File: config.mk
export PLATFORM = sky130hd
export DESIGN_NAME = full_linear_convolution
export DESIGN_NICKNAME = d
export VERILOG_FILES = /design/src/sv/flc_pkg.sv /design/src/sv/full_linear_convolution.sv /design/src/sv/flc_ctrl.sv /design/src/sv/flc_datapath.sv
export VERILOG_INCLUDE_DIRS = /design/src /design/src/sv
export SDC_FILE = /design/constraint.sdc
export NUM_CORES = 2
export LEC_CHECK = 0
export CAP_MARGIN = 20
export CORE_ASPECT_RATIO = 1.2
export CORE_MARGIN = 3
export CORE_UTILIZATION = 58
export CTS_CLUSTER_SIZE = 16
export DETAILED_ROUTE_END_ITERATION = 7
export DONT_BUFFER_PORTS = 1
export PLACE_DENSITY = 0.74
export SLEW_MARGIN = 0
export SYNTH_ARGS = -nofsm -noshare
export SYNTH_HDL_FRONTEND = slang
export SYNTH_SLANG_ARGS = --single-unit
File: constraint.sdc
create_clock -name clk -period 9.2 [get_ports clk]
set_input_delay 0.92 -clock clk [delete_from_list [all_inputs] [get_ports clk]]
set_output_delay 0.92 -clock clk [all_outputs]
set_load 0.005 [all_outputs]
File: src/sv/assert_macros.svh
// Assertion macros shared by the convolution RTL.
`ifndef ASSERT_MACROS_SVH
`define ASSERT_MACROS_SVH

`ifndef SYNTHESIS

// Concurrent property checked on every rising edge outside reset.
`define FLC_ASSERT(label, clk, rst, prop) \
  label: assert property (@(posedge clk) disable iff (rst) prop) \
    else $error("convolution assertion failed");

// Condition that must never be true outside reset.
`define FLC_NEVER(label, clk, rst, expr) \
  `FLC_ASSERT(label, clk, rst, !(expr))

`else

`define FLC_ASSERT(label, clk, rst, prop)
`define FLC_NEVER(label, clk, rst, expr)

`endif

`endif

File: src/sv/flc_pkg.sv
// Shared types and constants for the full linear convolution block.
`default_nettype none

package flc_pkg;

  localparam int MAX_TAPS_DEF    = 32;
  localparam int SAMPLE_BITS_DEF = 16;

  localparam int DATA_W      = 16;
  localparam int CONV_W      = 38;
  localparam int OUT_TDATA_W = 40;
  localparam int ERR_W       = 2;

  localparam logic REQ_COEF   = 1'b0;
  localparam logic REQ_SAMPLE = 1'b1;

  localparam logic [ERR_W-1:0] ERR_OK        = 2'd0;
  localparam logic [ERR_W-1:0] ERR_NO_KERNEL = 2'd1;
  localparam logic [ERR_W-1:0] ERR_FULL      = 2'd2;

  // Controller to datapath.
  typedef struct packed {
    logic             kern_wr;      // append coefficient to kernel store
    logic             push_sample;  // push input sample into history, start a dot
    logic             push_zero;    // push a tail zero, start a dot
    logic             tail_load;    // arm tail counter from tap count
    logic             issue;        // issue one tap of the dot product
    logic             emit;         // load output register
    logic             emit_err;     // output value is zero (error result)
    logic [ERR_W-1:0] code;
    logic             last;
    logic             clear;        // drop kernel and history
  } flc_cmd_t;

  // Datapath to controller.
  typedef struct packed {
    logic tap_zero;
    logic tap_full;
    logic last_issue;
    logic pipe_busy;
    logic out_free;
    logic tail_zero;
  } flc_stat_t;

endpackage

`default_nettype wire

File: src/sv/full_linear_convolution.sv
// Full-mode 1-D convolution with streamed kernel load, one shared multiply-accumulate.
// A coefficient transfer yields no result (or one error result).
// Each output of a sample or of the tail makes one kernel and one history read per tap.
// Reset clears the tap count, the history fill count and the output valid; the stores
// themselves are not swept, entries past the fill or tap count are never used.
`default_nettype none

module full_linear_convolution #(
  parameter int MAX_TAPS    = flc_pkg::MAX_TAPS_DEF,
  parameter int SAMPLE_BITS = flc_pkg::SAMPLE_BITS_DEF
) (
  input  wire logic                         clk,
  input  wire logic                         rst,
  input  wire logic                         s_tvalid,
  output logic                              s_tready,
  input  wire logic [flc_pkg::DATA_W-1:0]   s_tdata,   // [15:0] data_value
  input  wire logic                         s_tuser,   // [0] req_type
  input  wire logic                         s_tlast,
  output logic                              m_tvalid,
  input  wire logic                         m_tready,
  output logic [flc_pkg::OUT_TDATA_W-1:0]   m_tdata,   // [37:0] conv_value, [39:38] zero
  output logic [flc_pkg::ERR_W-1:0]         m_tuser,   // [1:0] error_code
  output logic                              m_tlast
);
  import flc_pkg::*;

  flc_cmd_t  cmd;
  flc_stat_t st;

  flc_ctrl u_ctrl (
    .clk          (clk),
    .rst          (rst),
    .s_tvalid     (s_tvalid),
    .s_tready     (s_tready),
    .req_type     (s_tuser),
    .final_sample (s_tlast),
    .st           (st),
    .cmd          (cmd)
  );

  flc_datapath #(
    .MAX_TAPS    (MAX_TAPS),
    .SAMPLE_BITS (SAMPLE_BITS)
  ) u_datapath (
    .clk      (clk),
    .rst      (rst),
    .cmd      (cmd),
    .st       (st),
    .data_in  (s_tdata),
    .m_tready (m_tready),
    .m_tvalid (m_tvalid),
    .m_tdata  (m_tdata),
    .m_tlast  (m_tlast),
    .m_tuser  (m_tuser)
  );

endmodule

`default_nettype wire

File: src/sv/flc_ctrl.sv
// Sequencer for the convolution: input handshake, dot product steps, result issue.
`default_nettype none

`include "assert_macros.svh"

module flc_ctrl (
  input  wire logic              clk,
  input  wire logic              rst,
  input  wire logic              s_tvalid,
  output logic                   s_tready,
  input  wire logic              req_type,
  input  wire logic              final_sample,
  input  wire flc_pkg::flc_stat_t st,
  output flc_pkg::flc_cmd_t      cmd
);
  import flc_pkg::*;

  typedef enum logic [3:0] {
    S_IDLE  = 4'b0001,
    S_MAC   = 4'b0010,
    S_DRAIN = 4'b0100,
    S_EMIT  = 4'b1000
  } state_t;

  state_t           state, state_next;
  logic             err_pend, err_pend_next;
  logic [ERR_W-1:0] err_code, err_code_next;
  logic             err_last, err_last_next;
  logic             fin, fin_next;
  logic             accept;

  assign s_tready = (state == S_IDLE);
  assign accept   = s_tvalid && s_tready;

  always_comb begin
    state_next    = state;
    err_pend_next = err_pend;
    err_code_next = err_code;
    err_last_next = err_last;
    fin_next      = fin;
    cmd           = '0;
    case (state)
      S_IDLE: begin
        if (accept) begin
          if (req_type == REQ_COEF) begin
            if (st.tap_full) begin
              err_pend_next = 1'b1;
              err_code_next = ERR_FULL;
              err_last_next = 1'b0;
              state_next    = S_EMIT;
            end else begin
              cmd.kern_wr = 1'b1;
            end
          end else if (st.tap_zero) begin
            err_pend_next = 1'b1;
            err_code_next = ERR_NO_KERNEL;
            err_last_next = final_sample;
            state_next    = S_EMIT;
          end else begin
            cmd.push_sample = 1'b1;
            cmd.tail_load   = final_sample;
            fin_next        = final_sample;
            err_pend_next   = 1'b0;
            state_next      = S_MAC;
          end
        end
      end
      S_MAC: begin
        cmd.issue = 1'b1;
        if (st.last_issue) begin
          state_next = S_DRAIN;
        end
      end
      S_DRAIN: begin
        if (!st.pipe_busy) begin
          state_next = S_EMIT;
        end
      end
      S_EMIT: begin
        if (st.out_free) begin
          cmd.emit     = 1'b1;
          cmd.emit_err = err_pend;
          cmd.code     = err_pend ? err_code : ERR_OK;
          cmd.last     = err_pend ? err_last : (fin && st.tail_zero);
          if (err_pend) begin
            err_pend_next = 1'b0;
            state_next    = S_IDLE;
          end else if (!st.tail_zero) begin
            // flush one more tail output
            cmd.push_zero = 1'b1;
            state_next    = S_MAC;
          end else begin
            cmd.clear  = fin;
            fin_next   = 1'b0;
            state_next = S_IDLE;
          end
        end
      end
      default: begin
        state_next = S_IDLE;
      end
    endcase
  end

  always_ff @(posedge clk) begin
    if (rst) begin
      state    <= S_IDLE;
      err_pend <= 1'b0;
      fin      <= 1'b0;
    end else begin
      state    <= state_next;
      err_pend <= err_pend_next;
      fin      <= fin_next;
    end
    err_code <= err_code_next;
    err_last <= err_last_next;
  end

  `FLC_ASSERT(a_mac_has_kernel, clk, rst, (state == S_MAC) |-> !st.tap_zero)
  `FLC_ASSERT(a_emit_leaves, clk, rst, cmd.emit |=> (state != S_EMIT))
  `FLC_NEVER(a_push_outside_idle_emit, clk, rst,
             (cmd.push_sample || cmd.push_zero) && (state == S_MAC || state == S_DRAIN))

endmodule

`default_nettype wire

File: src/sv/flc_datapath.sv
// Kernel and history memories, multiply-accumulate pipeline and output register.
`default_nettype none

`include "assert_macros.svh"

module flc_datapath #(
  parameter int MAX_TAPS    = flc_pkg::MAX_TAPS_DEF,
  parameter int SAMPLE_BITS = flc_pkg::SAMPLE_BITS_DEF
) (
  input  wire logic                            clk,
  input  wire logic                            rst,
  input  wire flc_pkg::flc_cmd_t               cmd,
  output flc_pkg::flc_stat_t                   st,
  input  wire logic [flc_pkg::DATA_W-1:0]      data_in,
  input  wire logic                            m_tready,
  output logic                                 m_tvalid,
  output logic [flc_pkg::OUT_TDATA_W-1:0]      m_tdata,
  output logic                                 m_tlast,
  output logic [flc_pkg::ERR_W-1:0]            m_tuser
);
  import flc_pkg::*;

  localparam int AW     = (MAX_TAPS > 1) ? $clog2(MAX_TAPS) : 1;
  localparam int CW     = $clog2(MAX_TAPS + 1);
  localparam int PROD_W = 2 * SAMPLE_BITS;

  logic signed [SAMPLE_BITS-1:0] kmem [MAX_TAPS];
  logic signed [SAMPLE_BITS-1:0] hmem [MAX_TAPS];

  logic [CW-1:0] tap_count;
  logic [CW-1:0] fill;
  logic [CW-1:0] tail;
  logic [AW-1:0] wptr, wptr_inc;
  logic [AW-1:0] rptr, rptr_dec;
  logic [AW-1:0] cnt;

  logic signed [SAMPLE_BITS-1:0] din, push_val;
  logic signed [SAMPLE_BITS-1:0] kd, hd;
  logic                          v1, z1, v2;
  logic signed [PROD_W-1:0]      prod;
  logic [CONV_W-1:0]             acc;
  logic [CONV_W-1:0]             conv;
  logic                          push;

  assign din      = SAMPLE_BITS'($signed(data_in));
  assign push     = cmd.push_sample || cmd.push_zero;
  assign push_val = cmd.push_zero ? '0 : din;
  assign wptr_inc = (wptr == AW'(MAX_TAPS - 1)) ? '0 : wptr + AW'(1);
  assign rptr_dec = (rptr == '0) ? AW'(MAX_TAPS - 1) : rptr - AW'(1);

  // Memories with registered read ports.
  always_ff @(posedge clk) begin
    if (cmd.kern_wr) begin
      kmem[tap_count[AW-1:0]] <= din;
    end
    kd <= kmem[cnt];
  end

  always_ff @(posedge clk) begin
    if (push) begin
      hmem[wptr_inc] <= push_val;
    end
    hd <= hmem[rptr];
  end

  // Control counters.
  always_ff @(posedge clk) begin
    if (rst) begin
      tap_count <= '0;
      fill      <= '0;
      tail      <= '0;
      wptr      <= '0;
      rptr      <= '0;
      cnt       <= '0;
      v1        <= 1'b0;
      v2        <= 1'b0;
    end else begin
      v1 <= cmd.issue;
      v2 <= v1;
      if (cmd.clear) begin
        tap_count <= '0;
        fill      <= '0;
      end else begin
        if (cmd.kern_wr) begin
          tap_count <= tap_count + CW'(1);
        end
        if (push && (fill != CW'(MAX_TAPS))) begin
          fill <= fill + CW'(1);
        end
      end
      if (cmd.push_sample) begin
        tail <= cmd.tail_load ? (tap_count - CW'(1)) : '0;
      end else if (cmd.push_zero) begin
        tail <= tail - CW'(1);
      end
      if (push) begin
        wptr <= wptr_inc;
        rptr <= wptr_inc;
        cnt  <= '0;
      end else if (cmd.issue) begin
        rptr <= rptr_dec;
        cnt  <= cnt + AW'(1);
      end
    end
  end

  // Multiply-accumulate pipeline; history entries beyond the fill read as zero.
  always_ff @(posedge clk) begin
    z1 <= (CW'(cnt) < fill);
    if (z1) begin
      prod <= kd * hd;
    end else begin
      prod <= '0;
    end
    if (push) begin
      acc <= '0;
    end else if (v2) begin
      acc <= acc + CONV_W'(prod);
    end
  end

  // Output register.
  always_ff @(posedge clk) begin
    if (rst) begin
      m_tvalid <= 1'b0;
    end else if (cmd.emit) begin
      m_tvalid <= 1'b1;
    end else if (m_tready) begin
      m_tvalid <= 1'b0;
    end
    if (cmd.emit) begin
      conv    <= cmd.emit_err ? '0 : acc;
      m_tlast <= cmd.last;
      m_tuser <= cmd.code;
    end
  end

  assign m_tdata = OUT_TDATA_W'(conv);

  assign st.tap_zero   = (tap_count == '0);
  assign st.tap_full   = (tap_count == CW'(MAX_TAPS));
  assign st.last_issue = (CW'(cnt) == (tap_count - CW'(1)));
  assign st.pipe_busy  = v1 || v2;
  assign st.out_free   = !m_tvalid || m_tready;
  assign st.tail_zero  = (tail == '0);

  `FLC_ASSERT(a_emit_slot_free, clk, rst, cmd.emit |-> (!m_tvalid || m_tready))
  `FLC_ASSERT(a_acc_cleared, clk, rst, push |=> (acc == '0))
  `FLC_NEVER(a_kern_wr_busy, clk, rst, cmd.kern_wr && (v1 || v2))
  `FLC_ASSERT(a_tap_bound, clk, rst, cmd.kern_wr |-> (tap_count != CW'(MAX_TAPS)))

endmodule

`default_nettype wire
# Yosys cells after proc, flatten, opt, wreduce, memory -nomap -nowiden

Memories as Yosys holds them, arrays and structs flattened. A register that Yosys moved wholly into a read port is not among the register bits.
Cells that the tools add are included.

Register bits after elaboration: 157
Memory bits (writable): 1024
Bits of input ports: 22
Memories: 2

Memories:

| name            | words | width | read ports | clocked after memory_dff | wr ports | line               | RTL |
|---|---|---|---|---|---|---|---|
| u_datapath.hmem | 32    | 16    | 1          | 1                        | 1        | flc_datapath.sv:28 | `logic signed [SAMPLE_BITS-1:0] hmem [MAX_TAPS];` |
| u_datapath.kmem | 32    | 16    | 1          | 1                        | 1        | flc_datapath.sv:27 | `logic signed [SAMPLE_BITS-1:0] kmem [MAX_TAPS];` |

Add/sub/neg operators: 8
Multipliers: 1
$lt $le $gt $ge: 1
Eq/ne operators: 18
Multiplexer cells: 64
Reductions and logical operators: 23

Operators by type and width:

| cell                                                                | count |
|---|---|
| 38-bit adder                                                        | 1 |
| 1-bit two-way mux                                                   | 36 |
| 16-bit by 16-bit multiplier with 32-bit output                      | 1 |
| 4-bit two-way mux                                                   | 8 |
| 6-bit two-way mux                                                   | 5 |
| 5-bit two-way mux                                                   | 4 |
| 16-bit two-way mux                                                  | 1 |
| 4-bit one-hot mux with 4 select lines                               | 1 |
| 2-bit two-way mux                                                   | 7 |
| 2-bit inequality test (second input constant)                       | 7 |
| 6-bit by 1-bit adder with 6-bit output (second input constant)      | 2 |
| 6-bit zero test                                                     | 2 |
| 6-bit by 1-bit subtractor with 6-bit output (second input constant) | 2 |
| 5-bit by 1-bit adder with 5-bit output (second input constant)      | 2 |
| 2-bit nonzero test                                                  | 5 |
| 4-bit AND reduction                                                 | 2 |
| 7-bit AND reduction                                                 | 1 |
| 5-bit by 6-bit == test with 1-bit output                            | 1 |
| 6-bit == test (second input constant)                               | 1 |
| 5-bit by 6-bit less-than comparator with 1-bit output               | 1 |
| 6-bit inequality test (second input constant)                       | 1 |
| 5-bit == test (second input constant)                               | 1 |
| 5-bit zero test                                                     | 1 |
| 5-bit AND reduction                                                 | 1 |
| 14 further kinds                                                    | 21 |

# Depth between registers and ports, before layout

Word-level depth: 8
Depth in mapped cells: 23

# Hierarchy

From an unflattened synthesis, not the netlist that was laid out.

Cell total of the unflattened synthesis: 3572
Area, all modules: 57850.5 sq um

By module, submodules not included:

| module       | instances | cells an instance | area each (sq um) | sequential area each (sq um) |
|---|---|---|---|---|
| flc_datapath | 1         | 3497              | 57182.3           | 34763.3 |
| flc_ctrl     | 1         | 75                | 668.1             | 210.2 |

# Least setup slack after synthesis

OpenSTA, ideal clock, no wires.

Path kind: register -> register
From: register u_datapath.kd[15], read port of u_datapath.kmem
To: register u_datapath.prod[31]
Library setup time: 0.062 ns
Arrival time: 6.063 ns
Slack: 3.075 ns
Stages on the path, launching flop included: 21
Clock period less this slack: 6.125 ns
Path through: dfxtp_1 -> clkbuf_1 -> nand2_1 -> inv_1 -> fa_1 -> fa_1 -> fa_1 -> fa_1 -> fa_1 -> inv_1 -> fa_1 -> inv_1 -> ha_1 -> or2_1 -> a21oi_1 -> a21oi_1 -> a221o_1 -> o31ai_2 -> o21ai_1 -> a211o_1 -> nand3_1

Word-level cells in the longest chain between the ends: 1

RTL lines:

| item                                           | line                | RTL |
|---|---|---|
| start: declaration                             | flc_datapath.sv:38  | `logic signed [SAMPLE_BITS-1:0] kd, hd;` |
| 16-bit by 16-bit multiplier with 32-bit output | flc_datapath.sv:111 | `prod <= kd * hd;` |
| end signal: assignment                         | flc_datapath.sv:111 |  |
| end: declaration                               | flc_datapath.sv:40  | `logic signed [PROD_W-1:0] prod;` |

Every way passes these cells.
A chain may end at the register's enable or synchronous reset.

# Final worst setup path

From: register u_datapath.hd[1], read port of u_datapath.hmem
To: register u_datapath.prod[31]

Word-level cells in the longest chain between the ends: 1

RTL lines:

| item                                           | line |
|---|---|
| start: declaration                             | flc_datapath.sv:38 |
| 16-bit by 16-bit multiplier with 32-bit output | flc_datapath.sv:111 |

Every way passes these cells.

==> results.md <==
- The flow ran to the end, and the final reports show no timing, DRC or antenna violations.
- The largest area contributor in the synthesized netlist is sky130_fd_sc_hd__edfxtp_1.
- The count of pins on the block boundary is 67.
- The relative area change from synthesis to final layout is 9.716%.
- Once placement finished, the instance area stood at between 0.05 and 0.06 mm².
- The signal on the critical path passes through nand2_1, inv_1, fa_1, fa_1, fa_1, fa_1, fa_1, inv_1, fa_1, inv_1, ha_1, or2_1, a21oi_1, a21oi_1, a221o_1, o31ai_2, o21ai_1, a211o_1, nand3_1.
- In this run, the number of DRC markers left after iteration 0 of detailed routing was ~3000.
- After synthesis, the cell types taking the most area are sky130_fd_sc_hd__edfxtp_1 (56%), sky130_fd_sc_hd__mux4_2 (13%), sky130_fd_sc_hd__fa_1 (9.2%), sky130_fd_sc_hd__dfxtp_1 (5.0%), sky130_fd_sc_hd__ha_1 (2.9%).
- The number of standard-cell rows in the floorplan is about 130.
- The effective utilization at floorplan is 58.90%.
- The total number of vias is 30440.
- The number of routed nets with antenna violations is 0.
- The most instantiated library cell after synthesis is sky130_fd_sc_hd__edfxtp_1.
- Data arrives at the worst endpoint at ~7.3 ns.
- The cell type of the slowest stage on the worst timing path is sky130_fd_sc_hd__fa_1.
- VDD sags by at most about 0.75 mV.
- The worst setup path is launched from a flip-flop.
- The via count of the first global-routing pass was 31160.
- The number of pins exceeding their max-slew limit in the final report is 0.
- The repair_antennas step left the layout with diodes totalling 0.
- The number of instances in the synthesized netlist is 3554.
- The number of iterations in the first detailed-routing pass is 5.
- Synthesis inferred around 1200 register bits.
- The max-cap check violation count is 0.
- The area share of the largest cell type after synthesis is between 50% and 60%.
- No sink is reached through more buffers than the 3 on the longest clock path.
- For this run, the total global-route usage over all layers was measured as between 20% and 30%.
- The post-detailed-route via-to-cell ratio is 6.121.
- After legalization and detailed placement, the total HPWL measured ~80 mm.
- At the end of the flow the core is filled with cells to between 60% and 70%.
- The count of flip-flops with a built-in enable after synthesis is 1068.
- The clock transition at the register clock pins on the worst setup and hold paths after CTS is 0.07 ns.
- The largest single stage delay on the critical path is roughly 0.94 ns.
- The post-route netlist has a little under a fifth of its cells at a drive strength greater than 1.
- For the final routed database, the setup TNS stands at 0 ns.
- After synthesis, the most frequently instantiated cells are sky130_fd_sc_hd__edfxtp_1 (1068), sky130_fd_sc_hd__inv_1 (320), sky130_fd_sc_hd__mux4_2 (320).
- The worst hold margin is 0.2673 ns.
- After detailed placement, the design holds a cell count of 4758.
- The top achievable clock speed is 150.7 MHz.
- Of the synthesized area, sequential elements account for about three fifths.
- The insertion delay to the later sink of the worst-skew pair is about 0.7 ns.
- The maximum fanout encountered on the critical timing path is 16.
- Counting stages on the worst path, the most repeated cell is sky130_fd_sc_hd__fa_1.
- The final non-filler cell total is slightly below 5000.
- Setup repair after global routing left no endpoint under its margin.
- For this block, the routed nets add up to between 100 and 150 mm of wire.
- The power density relative to cell area is around 320 mW/mm².
- The analysis attributes to cell leakage a power of ~22 nW.
- Global routing finished with a remaining overflow of 0.
- For the finished layout, the period the worst path requires is about 6.6 ns.
- The clock tree from TritonCTS is done.
- The maximum clock skew at final layout is 0.06969 ns.
- The top flip-flop cell by instance count after synthesis is sky130_fd_sc_hd__edfxtp_1.
- The first-pass GRT wire length is between 150 and 200 mm.
- Post-CTS repair changed the size of 0 cells.
- After routing the design area is roughly 0.063 mm².
- The type of destination of the critical path is a flip-flop.
- The data required time of the worst path is 9.85 ns.
- The number of H-tree levels is 3.
- The setup violation total in the final timing report is 0.
- The count of endpoints failing hold in the final timing report is 0.
- The count of input and output buffers is 0.
- After layout, the worst path uses 72.12% of the clock period.
- In this run the tightest slew margin relative to its limit is a little over a fifth.
- The synthesized netlist occupies a cell area of between 0.05 and 0.06 mm².
- The number of distinct library cells after synthesis is between 70 and 80.
- The die span in y is approximately 350 µm.
- The floorplan step set the die width to roughly 300 µm.
- The average routed wire per standard cell is 25.60 µm.
- The number of setup buffers added after CTS is 0.
- The total of warnings raised by yosys is 0.
- Entering global routing, the biggest net connects 64 pins.
- In this run, CTS created clock tree buffers numbering between 100 and 150.
- The final layout contains 4032 nets.
- The die covers a little over 0.1 mm².
- The number of remaining DRC errors is 0.
- The mean instance size in the synthesized netlist is ~16 µm².
- The number of sinks handled by clock tree synthesis is around 1200.
- The routability congestion estimate is 0.8384.
- The total area inside the core boundary comes to slightly below 0.1 mm².
- The initial antenna violation count came to 4.
- The cell sitting at the root of the clock tree is a sky130_fd_sc_hd__clkbuf_16.
- On the critical path the largest part of the delay comes from adder cells.
- The hold-fix buffer count after cts is 0.
- By startpoint and endpoint, the worst setup path is classified as reg -> reg.
- The worst hold-check path type is in -> reg.
- The post-synthesis async set-or-reset flop share is 0%.
- The count of buffering cells on the critical path with inverters included is 3.
- At the pin with the least slew margin, the transition time is ~1.2 ns.
flip-flops by register name (all words and copies together) (netlist names), 16 cells and up:
name and count:
u_datapath.kd 16, u_datapath.prod 32, u_datapath.hmem 512, u_datapath.conv 38, u_datapath.acc 38, u_datapath.kmem 512
u_datapath.hd 16
cell usage in the layout, fill, tap and decap left out, types with 86 or more instances in the layout:
cell                        netlist  final
sky130_fd_sc_hd__dfxtp_1        145    137
sky130_fd_sc_hd__fa_1           263    263
sky130_fd_sc_hd__and2_1         180    180
sky130_fd_sc_hd__edfxtp_1      1068   1068
sky130_fd_sc_hd__ha_1           134    134
sky130_fd_sc_hd__nand2_1        240    240
sky130_fd_sc_hd__buf_4            2     86
sky130_fd_sc_hd__inv_1          320    319
sky130_fd_sc_hd__mux4_2         320    320
sky130_fd_sc_hd__nor2_1         179    125
sky130_fd_sc_hd__clkbuf_16        0    110
path summary, 6_finish.rpt:
path                     from             endpoint  slack, ns  depth (start not counted)
min                       rst   u_datapath.rptr[1]       0.27                          1
max          u_datapath.hd[1]  u_datapath.prod[31]       2.57                         19
min reg2reg     u_datapath.v1        u_datapath.v2       0.46                          1
max reg2reg  u_datapath.hd[1]  u_datapath.prod[31]       2.57                         19
routing by layer:
| metal | part of all wire, % | GRT usage, % |
|---|---|---|
| met2 | 51 | 43.12 |
| met5 | 0 | 0 |
| met4 | 3.2 | 8.262 |
| met1 | 38 | 34.31 |
| met3 | 7.2 | 3.852 |
stage by stage:
step | setup slack [ns] | power [mW]
3_5_place_dp | 2.527 | 16.21
2_1_floorplan | 3.075 | 14.16
6_report | 2.565 | 20.47
3_3_place_gp | 2.624 | 16.09
4_1_cts | 2.567 | 20.68
5_1_grt | 2.185 | 22.17
report_power, final:
part | leakage, nW | internal [mW] | switching, mW
Sequential | 10.8 | 6.18 | 0.167
Combinational | 9.56 | 4.24 | 5.46
Clock | 1.68 | 2.42 | 2.01
Total | 22.1 | 12.8 | 7.63
logic make-up (layout without fill, tap and decap cells):
| family | count (synthesis) | after routing | share of synthesized area, % |
|---|---|---|---|
| AOI/OAI and AO/OA | 265 | 265 | 3.023 |
| other | 1 | 2 | 0.006523 |
| xor gates and xnor gates | 86 | 86 | 1.310 |
| DFF | 1213 | 1213 | 60.84 |
| buffers and inverters | 478 | 626 | 3.173 |
| and+or+nand+nor | 761 | 761 | 6.425 |
| adders and majority gates | 397 | 397 | 12.08 |
| muxes | 353 | 353 | 13.15 |
layout make-up:
type	instances	area, µm²
sequential	1213	34990
fill	6707	34520
multi-input combinational	1864	20880
clock buffer	152	2970
tap	1270	1589
inverter	321	1205
timing repair buffer	103	930.9
clock inverter	50	505.5
No activity file was read; power rests on OpenSTA's default activity.
